<file path="config.mk">
export PLATFORM = sky130hd
export DESIGN_NAME = ahgs_mac
export DESIGN_NICKNAME = d
export VERILOG_FILES = /design/src/design/ahgs_pkg.sv /design/src/design/ahgs_mac.sv
export SDC_FILE = /design/constraint.sdc
export NUM_CORES = 1
export LEC_CHECK = 0
export BUFFER_PORTS_ARGS = -buffer_cell sky130_fd_sc_hd__buf_2
export CAP_MARGIN = 20
export CELL_PAD_IN_SITES_DETAIL_PLACEMENT = 0
export CELL_PAD_IN_SITES_GLOBAL_PLACEMENT = 1
export CORE_MARGIN = 2
export CORE_UTILIZATION = 40
export DETAILED_ROUTE_END_ITERATION = 10
export HOLD_SLACK_MARGIN = 0.15
export PLACE_DENSITY_LB_ADDON = 0.1
export SLEW_MARGIN = 20
export SYNTH_ARGS = -nofsm -noshare
export SYNTH_HDL_FRONTEND = slang
export SYNTH_SLANG_ARGS = --single-unit
</file>
<file path="constraint.sdc">
create_clock -name clk -period 7.65 [get_ports clk]
set_input_delay 0.765 -clock clk [delete_from_list [all_inputs] [get_ports clk]]
set_output_delay 0.765 -clock clk [all_outputs]
set_load 0.02 [all_outputs]
</file>
<file path="src/design/ahgs_pkg.sv">
`default_nettype none
package ahgs_pkg;

    // weights are Q0.16, the largest one needs 13 bits
    localparam int WEIGHT_W = 13;
    // taps beyond this offset carry zero weight
    localparam int MAX_REACH = 5;

    typedef enum logic [1:0] {
        CMD_ADD   = 2'd0,
        CMD_READ  = 2'd1,
        CMD_CLEAR = 2'd2,
        CMD_NOP   = 2'd3
    } cmd_e;

    typedef enum logic [2:0] {
        ST_IDLE,
        ST_ADD_RD,
        ST_ADD_WR,
        ST_WALK,
        ST_WAIT,
        ST_HOLD,
        ST_CLEAR
    } state_e;

    typedef struct packed {
        logic [1:0]        cmd;
        logic signed [15:0] angle;
        logic [8:0]        bin;
    } in_req_t;

    typedef struct packed {
        logic [15:0] plain_count;
        logic [31:0] smoothed_value;
    } out_rsp_t;

    // control that travels with each memory read of a smoothing walk
    typedef struct packed {
        logic                valid;
        logic                hit;
        logic                first;
        logic                center;
        logic                last;
        logic [WEIGHT_W-1:0] weight;
    } tap_ctl_t;

    function automatic logic [WEIGHT_W-1:0] gauss_weight(input logic [3:0] tap_off);
        logic [WEIGHT_W-1:0] w;
        unique case (tap_off)
            4'd0:    w = 13'd7168;
            4'd1:    w = 13'd7026;
            4'd2:    w = 13'd6617;
            4'd3:    w = 13'd5987;
            4'd4:    w = 13'd5205;
            4'd5:    w = 13'd4348;
            default: w = '0;
        endcase
        return w;
    endfunction

endpackage
`default_nettype wire

</file>
<file path="src/design/ahgs_mac.sv">
`default_nettype none
module ahgs_mac #(
    parameter int COUNT_BITS = 16
) (
    input  wire logic                   clk,
    input  wire logic                   rst_n,
    input  wire ahgs_pkg::tap_ctl_t     tap,
    input  wire logic [COUNT_BITS-1:0]  rd_data,
    output logic                        done,
    output logic [15:0]                 plain,
    output logic [31:0]                 smoothed
);

    localparam int PROD_W = COUNT_BITS + ahgs_pkg::WEIGHT_W;
    localparam int ACC_W  = PROD_W + 4;

    ahgs_pkg::tap_ctl_t      s1_reg;
    logic                    s2_valid_reg;
    logic                    s2_first_reg;
    logic                    s2_last_reg;
    logic [PROD_W-1:0]       prod_reg;
    logic [COUNT_BITS-1:0]   cnt_reg;
    logic [ACC_W-1:0]        acc_reg;
    logic                    done_reg;
    logic [63:0]             acc_wide;
    logic [63:0]             cnt_wide;

    // control path
    always_ff @(posedge clk or negedge rst_n)
    begin
        if (!rst_n)
        begin
            s1_reg       <= '0;
            s2_valid_reg <= 1'b0;
            s2_first_reg <= 1'b0;
            s2_last_reg  <= 1'b0;
            done_reg     <= 1'b0;
        end
        else
        begin
            s1_reg       <= tap;
            s2_valid_reg <= s1_reg.valid;
            s2_first_reg <= s1_reg.first;
            s2_last_reg  <= s1_reg.last;
            done_reg     <= s2_valid_reg && s2_last_reg;
        end
    end

    // multiply, neighbours out of range add nothing
    always_ff @(posedge clk)
    begin
        if (s1_reg.valid)
        begin
            if (s1_reg.hit)
            begin
                prod_reg <= PROD_W'(rd_data) * PROD_W'(s1_reg.weight);
            end
            else
            begin
                prod_reg <= '0;
            end
            if (s1_reg.center)
            begin
                cnt_reg <= rd_data;
            end
        end
    end

    // accumulate
    always_ff @(posedge clk)
    begin
        if (s2_valid_reg)
        begin
            if (s2_first_reg)
            begin
                acc_reg <= ACC_W'(prod_reg);
            end
            else
            begin
                acc_reg <= acc_reg + ACC_W'(prod_reg);
            end
        end
    end

    assign acc_wide = 64'(acc_reg);
    assign cnt_wide = 64'(cnt_reg);
    assign smoothed = (|acc_wide[63:32]) ? '1 : acc_wide[31:0];
    assign plain    = (|cnt_wide[63:16]) ? '1 : cnt_wide[15:0];
    assign done     = done_reg;

endmodule
`default_nettype wire

</file>
==> impl_metrics.csv, run 1 <==
group,metric,value,unit
critical_path,crit_cells,17,
synthesis,ys_seq_area_frac,0.234,
die,die_h,180,um
synthesis,synthMuxAreaShare,0.00760,
clocking,cts_tree,"done",
critical_path,crit_top_cell,"fa_1",
placed_design,detailedPlacementHpwl,23400,um
sta,finalWorstSetupSlack,1820,ps
synthesis,yosys_warnings,0,
synthesis,synth-xor-area-share,0.0255,
layout,n_fill_cell,3034,
synthesis,synthAdderAreaFrac,0.356,
sta,final-hold-violation-count,0,
power_and_ir_drop,p_comb_frac,0.738,
synthesis,synth_nets,1638,
synthesis,synth-simple-area-share,0.182,
critical_path,cp-start-kind,"flip-flop",
power_and_ir_drop,ir_drop,0.264,mV
clocking,clk_latency,370,ps
synthesis,syn_avg_cell_area,9.19,sq um
synthesis,netlist_area,12300,sq um
layout,syn_to_final_growth,8.39,%
routing,vias_per_cell,4.99,
power_and_ir_drop,power.density,407,nW/um^2
routing,remaining_drc_errors,0,
routing,ant_nets,0,
global_routing,track_usage,0.192,
layout,final_cell_mix,"inv_1 (231), nand2_1 (172), fa_1 (155), and2_1 (121), ha_1 (103)",
layout,final_nets,1679,
routing,wl_per_cell,16.6,um
sta,rsz0062_at_grt,"no",
sta,finClkSkew,7.86,ps
placed_design,port_buffers,84,
critical_path,r2r_setup_slack,1820,ps
critical_path,worstReg2RegEnd,"prod_reg[27]$_SDFFCE_PN0P_",
sta,tightest_slew,880,ps
power_and_ir_drop,clock_power_share,0.093,
critical_path,critPathRequiredTime,7890,ps
synthesis,synth-seq-cells,100,
critical_path,arrival,6080,ps
power_and_ir_drop,p_leak,6.42,nW
layout,largest_reg_flops,33,
sta,period_share,0.763,
clocking,ctsHoldBuffers,0,
power_and_ir_drop,seq_power_share,0.169,
synthesis,synth_top_family_by_area,"adder cells",
sta,max_clock_freq,0.171,GHz
critical_path,reg2regPathDepth,17,
critical_path,critPathLaunch,"s1_reg[4]$_DFF_PN0_",
clocking,cts_sinks,100,
die,rows,64,
global_routing,grt_pass1_vias,9184,
routing,first_pass_iters,5,
run,maxCapViolCount,0,
critical_path,crit_chain,"nand2_1, fa_1, fa_1, fa_1, inv_1, fa_1, inv_1, fa_1, inv_1, ha_1, nand2_1, nor2_1, o21ai_0, o21ai_1, a31oi_1, or4b_1, nand3_1",
global_routing,grt_max_degree,64,
die,floorplan.initialDensity,0.405,
critical_path,cp_top_family,"adder cells",
routing,drtIter0Drc,581,
clocking,cts_buffer_depth,2,
clocking,htreeDepth,3,
routing,num_vias,8905,
layout,final_common_cell,"inv_1",
global_routing,grt_pass1_wl,49600,um
synthesis,yosysUniqueCellTypes,60,
die,core-area,30500,sq um
synthesis,synth-compound-area-share,0.107,
clocking,cts_setup_buffers,0,
critical_path,end_kind,"flip-flop",
clocking,cts_resized,0,
placed_design,routabilityCongestion,0.836,
critical_path,max_stage_delay,770,ps
critical_path,crit_fanout,16,
layout,num_antenna_cells,0,
die,ioPinCount,85,
sta,fin_crit,5830,ps
status,status,"complete, no violations",
clocking,cts-buffers-inserted,9,
sta,setup_viol,0,
min_path,hp-class,"reg -> reg",
synthesis,async_reset_ff_frac,0.220,
critical_path,timing.rr.start,"s1_reg[4]$_DFF_PN0_",
power_and_ir_drop,switching_share,0.491,
power_and_ir_drop,internal_power,2.77,mW
sta,slew_violations,0,
critical_path,path_buf_inv,3,
synthesis,synth_edf_count,78,
critical_path,crit_type,"reg -> reg",
clocking,cts-root-buf,"clkbuf_16",
sta,relSlewSlack,0.413,
critical_path,slowest_stage,"dfrtp_1",
global_routing,antenna_found_initial,0,
global_routing,overflow,0,
power_and_ir_drop,p_switching,2.67,mW
layout,drive_gt1_frac,0.104,
clocking,clk_pin_slew,70,ps
sta,tns,0,ps
synthesis,ys.flop_type,"edfxtp_1",
critical_path,crit_end,"prod_reg[27]$_SDFFCE_PN0P_",
placed_design,pre_cts_ws,1500,ps
synthesis,syn-instance-count,1344,
routing,drt-total-wl,29700,um
die,die_w,180,um
die,dieArea,32300,sq um
kinds of logic after synthesis:
logic type,after synthesis
compound gates,208
xor+xnor,36
fa+ha+maj,258
buf+inv,289
flops,100
mux,9
simple gates,444
cells in the mapped netlist, drive strengths merged (11+ instances only):
library cell,count,area (sq um)
nor2,36,135
a21o,23,173
o21ai,55,279
and3,11,68.8
xnor2,22,193
fa,155,3100
nand2,172,646
a211oi,13,97.6
nor3,12,60.1
and2,122,763
ha,103,1290
nand3,21,105
o21bai,15,113
or2,32,200
edfxtp,78,2340
a21oi,57,285
clkbuf,53,199
dfrtp,22,551
xor2,14,123
inv,231,867
power groups by stage:
stage	registers (mW)	logic (mW)	clock network (mW)
floorplan	0.883	3.18	0
global placement	0.936	4.02	0
detailed placement	0.936	4.03	0
CTS	0.924	4.05	0.524
global route	0.940	4.64	0.542
finish	0.923	4.02	0.505
worst min-delay path by stage:
| stage | start | endpoint | slack (ps) | cells past startpoint |
|---|---|---|---|---|
| after floorplan | s1_reg[15]$_DFF_PN0_ | s2_first_reg$_DFF_PN0_ | 330 | 0 |
| after global placement | s1_reg[13]$_DFF_PN0_ | s2_last_reg$_DFF_PN0_ | 340 | 0 |
| after detailed placement | s1_reg[15]$_DFF_PN0_ | s2_first_reg$_DFF_PN0_ | 340 | 0 |
| after CTS | s1_reg[15]$_DFF_PN0_ | s2_first_reg$_DFF_PN0_ | 360 | 0 |
| after global routing | s1_reg[15]$_DFF_PN0_ | s2_first_reg$_DFF_PN0_ | 380 | 0 |
| final | s1_reg[15]$_DFF_PN0_ | s2_first_reg$_DFF_PN0_ | 360 | 0 |
layer usage:
metal / vias up / track usage / wire [um]
met2: 119 / 0.305 / 13500
met3: 19 / 0.0276 / 783
met4: 0 / 0.0498 / 514
li1: 4415 / - / -
met5: - / 0 / 0
met1: 4352 / 0.275 / 15000
stage by stage:
stage	hold slack, ps	total power, mW	util	cells	area [sq um]
final	364	5.45	0.439	1786	13400
after floorplan	331	4.06	-	1344	12300
after detailed placement	338	4.96	0.428	1770	13100
after global placement	337	4.96	0.428	1770	13100
after global routing	377	6.13	0.439	1786	13400
after CTS	365	5.50	0.439	1786	13400
layout make-up:
cell class / instances / area, sq um / share of cell area
Sequential cell: 100 / 2890 / 0.216
Clock inverter: 5 / 67.6 / 0.00505
Multi-Input combinational cell: 955 / 8370 / 0.625
Tap cell: 396 / 495 / 0.0370
Clock buffer: 11 / 243 / 0.0181
Inverter: 231 / 867 / 0.0648
Timing Repair Buffer: 88 / 450 / 0.0337
Note: power is estimated with default switching activity, not from simulation.
==> inputs of run 2 (changes only) <==
==> constraint.sdc (replaced) <==
create_clock -name clk -period 5.9 [get_ports clk]
set_input_delay 0.59 -clock clk [delete_from_list [all_inputs] [get_ports clk]]
set_output_delay 0.59 -clock clk [all_outputs]
set_load 0.02 [all_outputs]
==> run 2 against run 1 <==
  * Clock power is 24% higher
  * Routed wire length is 1.2% higher
  * Design area is 1.3% higher
  * Worst hold slack worse by 89 ps
  * Critical endpoint unchanged
  * Largest power group unchanged
  * Highest routed layer unchanged
==> impl_metrics.csv, run 2 (same netlist as run 1, synthesis figures left out) <==
group,metric,value,unit
routing,num_vias,9010,
sta,final-hold-violation-count,0,
clocking,htreeDepth,3,
layout,drive_gt1_frac,0.122,
critical_path,max_stage_delay,630,ps
routing,ant_nets,0,
placed_design,dp_cells,1794,
routing,wl_per_cell,16.6,um
placed_design,port_buffers,84,
clocking,cts-buffers-inserted,9,
placed_design,detailedPlacementHpwl,24300,um
clocking,clk_pin_slew,80,ps
power_and_ir_drop,p_switching,3.52,mW
min_path,hp-class,"in -> async",
sta,period_share,0.943,
global_routing,grt_max_degree,43,
clocking,cts_tree,"done",
clocking,cts_sinks,100,
run,maxCapViolCount,0,
power_and_ir_drop,p_comb_frac,0.746,
die,floorplan.initialDensity,0.405,
clocking,cts_buffer_depth,2,
power_and_ir_drop,seq_power_share,0.167,
power_and_ir_drop,switching_share,0.491,
layout,fin_cells,1810,
die,core-area,30500,sq um
layout,num_antenna_cells,0,
critical_path,crit_fanout,16,
layout,final_nets,1703,
die,die_w,180,um
status,status,"complete, no violations",
critical_path,timing.rr.start,"s1_reg[9]$_DFF_PN0_",
global_routing,overflow,0,
critical_path,worstReg2RegEnd,"prod_reg[27]$_SDFFCE_PN0P_",
placed_design,routabilityCongestion,0.867,
critical_path,slowest_stage,"dfrtp_1",
die,dieArea,32300,sq um
power_and_ir_drop,clock_power_share,0.087,
critical_path,end_kind,"flip-flop",
sta,setup_viol,0,
sta,fin_crit,5560,ps
clocking,clk_latency,380,ps
critical_path,crit_chain,"and2_1, fa_1, inv_1, fa_1, inv_1, fa_1, fa_1, inv_1, fa_1, inv_1, ha_1, nand3_1, nor2_1, o21ai_0, o21ai_1, a31oi_1, or4b_1, nand3_1",
sta,rsz0062_at_grt,"no",
global_routing,grt_pass1_wl,50600,um
critical_path,path_buf_inv,4,
critical_path,crit_type,"reg -> reg",
power_and_ir_drop,p_leak,6.52,nW
critical_path,reg2regPathDepth,18,
critical_path,critPathRequiredTime,6140,ps
power_and_ir_drop,ir_drop,0.420,mV
critical_path,arrival,5810,ps
layout,final_common_cell,"inv_1",
sta,finClkSkew,11.2,ps
routing,drt-total-wl,30100,um
global_routing,track_usage,0.196,
die,ioPinCount,85,
die,rows,64,
layout,largest_reg_flops,33,
routing,drtIter0Drc,575,
sta,slew_violations,0,
power_and_ir_drop,power.density,528,nW/um^2
layout,final_cell_mix,"inv_1 (231), nand2_1 (172), fa_1 (155), and2_1 (122), ha_1 (103)",
critical_path,r2r_setup_slack,340,ps
sta,max_clock_freq,0.180,GHz
critical_path,cp-start-kind,"flip-flop",
sta,tns,0,ps
global_routing,antenna_found_initial,0,
routing,vias_per_cell,4.98,
routing,remaining_drc_errors,0,
die,die_h,180,um
routing,first_pass_iters,7,
sta,relSlewSlack,0.421,
critical_path,cp_top_family,"adder cells",
global_routing,grt_pass1_vias,9444,
layout,syn_to_final_growth,9.85,%
clocking,cts-root-buf,"clkbuf_16",
power_and_ir_drop,internal_power,3.64,mW
critical_path,crit_top_cell,"fa_1",
sta,tightest_slew,868,ps
[run 2: per-layer routing]
layer	up-vias	track usage	routed length [um]
met5	-	0	0
met4	0	0.0543	638
met3	34	0.0259	729
met2	144	0.317	13800
met1	4372	0.276	14800
li1	4460	-	-
[run 2: layout make-up]
class,count,area [sq um]
Clock buffer,9,225
Clock inverter,7,80.1
Fill cell,3060,16900
Inverter,231,867
Multi-Input combinational cell,955,8360
Sequential cell,100,2900
Tap cell,396,495
Timing Repair Buffer,112,631
[run 2: per-stage QoR]
step                setup WS (ps)  hold WS (ps)  instance area, sq um  total power [mW]  utilization
global route                 18.9           297                 13600              8.05        0.445
detailed placement            164           338                 13300              6.55        0.434
global placement              227           349                 13300              6.55        0.434
floorplan                     440           294                 12300              5.26            -
finish                        336           276                 13600              7.17        0.445
CTS                           212           291                 13600              7.23        0.444
[run 2: power by group through the flow]
stage                     registers [mW]  logic [mW]  clock network [mW]
final                               1.19        5.34               0.627
after floorplan                     1.15        4.12                   0
after global placement              1.21        5.34                   0
after global routing                1.22        6.15               0.684
after detailed placement            1.21        5.34                   0
after CTS                           1.20        5.37               0.659
[run 2: timing repair]
item	in CTS	in global routing
resized for setup	0	5
setup endpoints to repair	0	6
setup buffers	0	0
hold buffers	0	0
[run 2: how the worst max path moves through the flow]
stage	start	endpoint	slack, ps	cells past startpoint
after floorplan	rd_data[10]	prod_reg[27]$_SDFFCE_PN0P_	440	20
after global placement	rd_data[8]	prod_reg[28]$_SDFFCE_PN0P_	230	19
after detailed placement	rd_data[8]	prod_reg[28]$_SDFFCE_PN0P_	160	19
after CTS	s1_reg[1]$_DFF_PN0_	prod_reg[26]$_SDFFCE_PN0P_	210	18
after global routing	s1_reg[9]$_DFF_PN0_	prod_reg[27]$_SDFFCE_PN0P_	20	18
final	s1_reg[9]$_DFF_PN0_	prod_reg[27]$_SDFFCE_PN0P_	340	18
[run 2: worst register-to-register path, stage by stage (launching register included)]
cell,delay (ps)
dfrtp_1,630
and2_1,280
fa_1,480
inv_1,50
fa_1,530
inv_1,50
fa_1,460
fa_1,490
inv_1,50
fa_1,480
inv_1,50
ha_1,370
nand3_1,90
nor2_1,220
o21ai_0,170
o21ai_1,270
a31oi_1,170
or4b_1,520
nand3_1,80
==> inputs of run 3 (changes only) <==
--- a/config.mk
+++ b/config.mk
@@ -5,13 +5,13 @@
 export SDC_FILE = /design/constraint.sdc
 export NUM_CORES = 1
 export LEC_CHECK = 0
-export BUFFER_PORTS_ARGS = -buffer_cell sky130_fd_sc_hd__buf_2
 export CAP_MARGIN = 20
 export CELL_PAD_IN_SITES_DETAIL_PLACEMENT = 0
 export CELL_PAD_IN_SITES_GLOBAL_PLACEMENT = 1
 export CORE_MARGIN = 2
 export CORE_UTILIZATION = 40
 export DETAILED_ROUTE_END_ITERATION = 10
+export DONT_BUFFER_PORTS = 1
 export HOLD_SLACK_MARGIN = 0.15
 export PLACE_DENSITY_LB_ADDON = 0.1
 export SLEW_MARGIN = 20
==> run 3 against run 2 <==
  * Non-clock buffer count shrank 96
  * Critical path type unchanged
  * Global-route usage increased by 0.11 points
  * Sequential power is essentially flat
  * First-iteration DRC count down 26%
  * Via count fell by 3.5%
==> impl_metrics.csv, run 3 (same netlist as run 1, synthesis figures left out) <==
group,metric,value,unit
status,status,"complete, no violations",
global_routing,grt_pass1_vias,9010,
die,die_h,180,um
layout,n_fill_cell,3051,
routing,drt-total-wl,30600,um
sta,timing.hold.ws,221,ps
power_and_ir_drop,power.density,542,nW/um^2
critical_path,cp_top_family,"adder cells",
critical_path,slowest_stage,"dfrtp_1",
routing,num_vias,8695,
layout,fin_cells,1714,
layout,largest_reg_flops,33,
clocking,cts-root-buf,"clkbuf_16",
routing,drtIter0Drc,426,
sta,tightest_slew,859,ps
critical_path,crit_chain,"and2_1, fa_1, inv_1, fa_1, inv_1, fa_1, fa_1, inv_1, fa_1, inv_1, ha_1, nand2_1, nor2_1, o21ai_0, o21ai_2, a31oi_1, or4b_1, nand3_1",
power_and_ir_drop,p_total,7.12,mW
critical_path,max_stage_delay,560,ps
layout,final_common_cell,"inv_1",
critical_path,path_buf_inv,4,
sta,rsz0062_at_grt,"no",
clocking,cts_tree,"done",
die,rows,64,
die,ioPinCount,85,
placed_design,port_buffers,0,
die,dieArea,32300,sq um
routing,wl_per_cell,17.9,um
global_routing,grt_max_degree,39,
layout,final_cell_mix,"inv_1 (231), nand2_1 (172), fa_1 (155), and2_1 (122), ha_1 (103)",
clocking,cts-buffers-inserted,9,
die,die_w,180,um
min_path,hp-class,"in -> reg",
sta,finClkSkew,14.1,ps
die,floorplan.initialDensity,0.405,
power_and_ir_drop,p_leak,6.19,nW
global_routing,grt_pass1_wl,49800,um
placed_design,detailedPlacementHpwl,24400,um
clocking,cts_buffer_depth,2,
global_routing,overflow,0,
layout,drive_gt1_frac,0.0569,
layout,final_nets,1607,
run,maxCapViolCount,0,
sta,final-hold-violation-count,0,
global_routing,antenna_found_initial,2,
sta,max_clock_freq,0.180,GHz
critical_path,arrival,5800,ps
clocking,clk_latency,390,ps
sta,period_share,0.940,
clocking,htreeDepth,3,
critical_path,crit_top_cell,"fa_1",
routing,remaining_drc_errors,0,
power_and_ir_drop,ir_drop,0.265,mV
layout,syn_to_final_growth,6.34,%
routing,ant_nets,0,
routing,vias_per_cell,5.07,
sta,tns,0,ps
routing,first_pass_iters,5,
sta,setup_viol,0,
placed_design,routabilityCongestion,0.828,
die,core-area,30500,sq um
layout,num_antenna_cells,0,
critical_path,critPathRequiredTime,6150,ps
critical_path,cp-start-kind,"flip-flop",
critical_path,end_kind,"flip-flop",
sta,slew_violations,0,
critical_path,crit_fanout,16,
clocking,clk_pin_slew,80,ps
sta,relSlewSlack,0.427,
global_routing,track_usage,0.197,
sta,fin_crit,5550,ps
critical_path,crit_type,"reg -> reg",
clocking,cts_sinks,100,
placed_design,dp_cells,1696,
[run 3: final cells by class]
class | instances | area, sq um | area share
Inverter | 231 | 867 | 0.0660
Clock inverter | 6 | 134 | 0.0102
Timing Repair Buffer | 16 | 135 | 0.0103
Sequential cell | 100 | 2900 | 0.221
Clock buffer | 10 | 229 | 0.0174
Tap cell | 396 | 495 | 0.0377
Multi-Input combinational cell | 955 | 8370 | 0.638
[run 3: path summary, 6_finish.rpt]
| kind | from | end | slack (ps) | depth (start not counted) |
|---|---|---|---|---|
| max in group asynchronous | rst_n | s1_reg[1]$_DFF_PN0_ | 5030 | 2 |
| worst max-delay path | s1_reg[2]$_DFF_PN0_ | prod_reg[27]$_SDFFCE_PN0P_ | 350 | 18 |
| worst min-delay path | tap[4] | s1_reg[4]$_DFF_PN0_ | 220 | 0 |
| worst min register to register | s1_reg[13]$_DFF_PN0_ | s2_last_reg$_DFF_PN0_ | 350 | 0 |
| min in group asynchronous | rst_n | s2_valid_reg$_DFF_PN0_ | 680 | 2 |
| worst max register to register | s1_reg[2]$_DFF_PN0_ | prod_reg[27]$_SDFFCE_PN0P_ | 350 | 18 |
[run 3: power breakdown]
part           leakage, nW  switching (mW)  total, mW  internal, mW
combinational         4.96            3.00       5.15          2.16
clock                0.177           0.303      0.761         0.459
sequential            1.06           0.135       1.20          1.07
total                 6.19            3.43       7.12          3.68
[run 3: layer usage]
metal	up-vias	global-route usage	wire, um
met5	-	0	11
met2	152	0.319	14200
met4	2	0.0572	600
met3	40	0.0263	892
li1	4290	-	-
met1	4211	0.276	14900
[run 3: stage by stage]
| step | utilization | setup WS (ps) | cell area [sq um] |
|---|---|---|---|
| after CTS | 0.430 | 149 | 13100 |
| after global routing | 0.430 | 12.8 | 13100 |
| after floorplan | - | 440 | 12300 |
| after detailed placement | 0.417 | 179 | 12700 |
| final | 0.430 | 353 | 13100 |
| after global placement | 0.417 | 235 | 12700 |
[run 3: what timing repair did]
item | in CTS | in global routing
hold buffers | 2 | 0
setup buffers | 0 | 0
hold endpoints to repair | 22 | 0
gates resized for setup | 0 | 4
setup endpoints to repair | 0 | 2
[run 3: worst reg2reg max path, delay by kind of cell (launching register included)]
| kind | cells | cell delay [ps] |
|---|---|---|
| flops | 1 | 560 |
| fa+ha+maj | 6 | 2890 |
| simple gates | 5 | 1160 |
| buf+inv | 4 | 190 |
| compound gates | 3 | 640 |
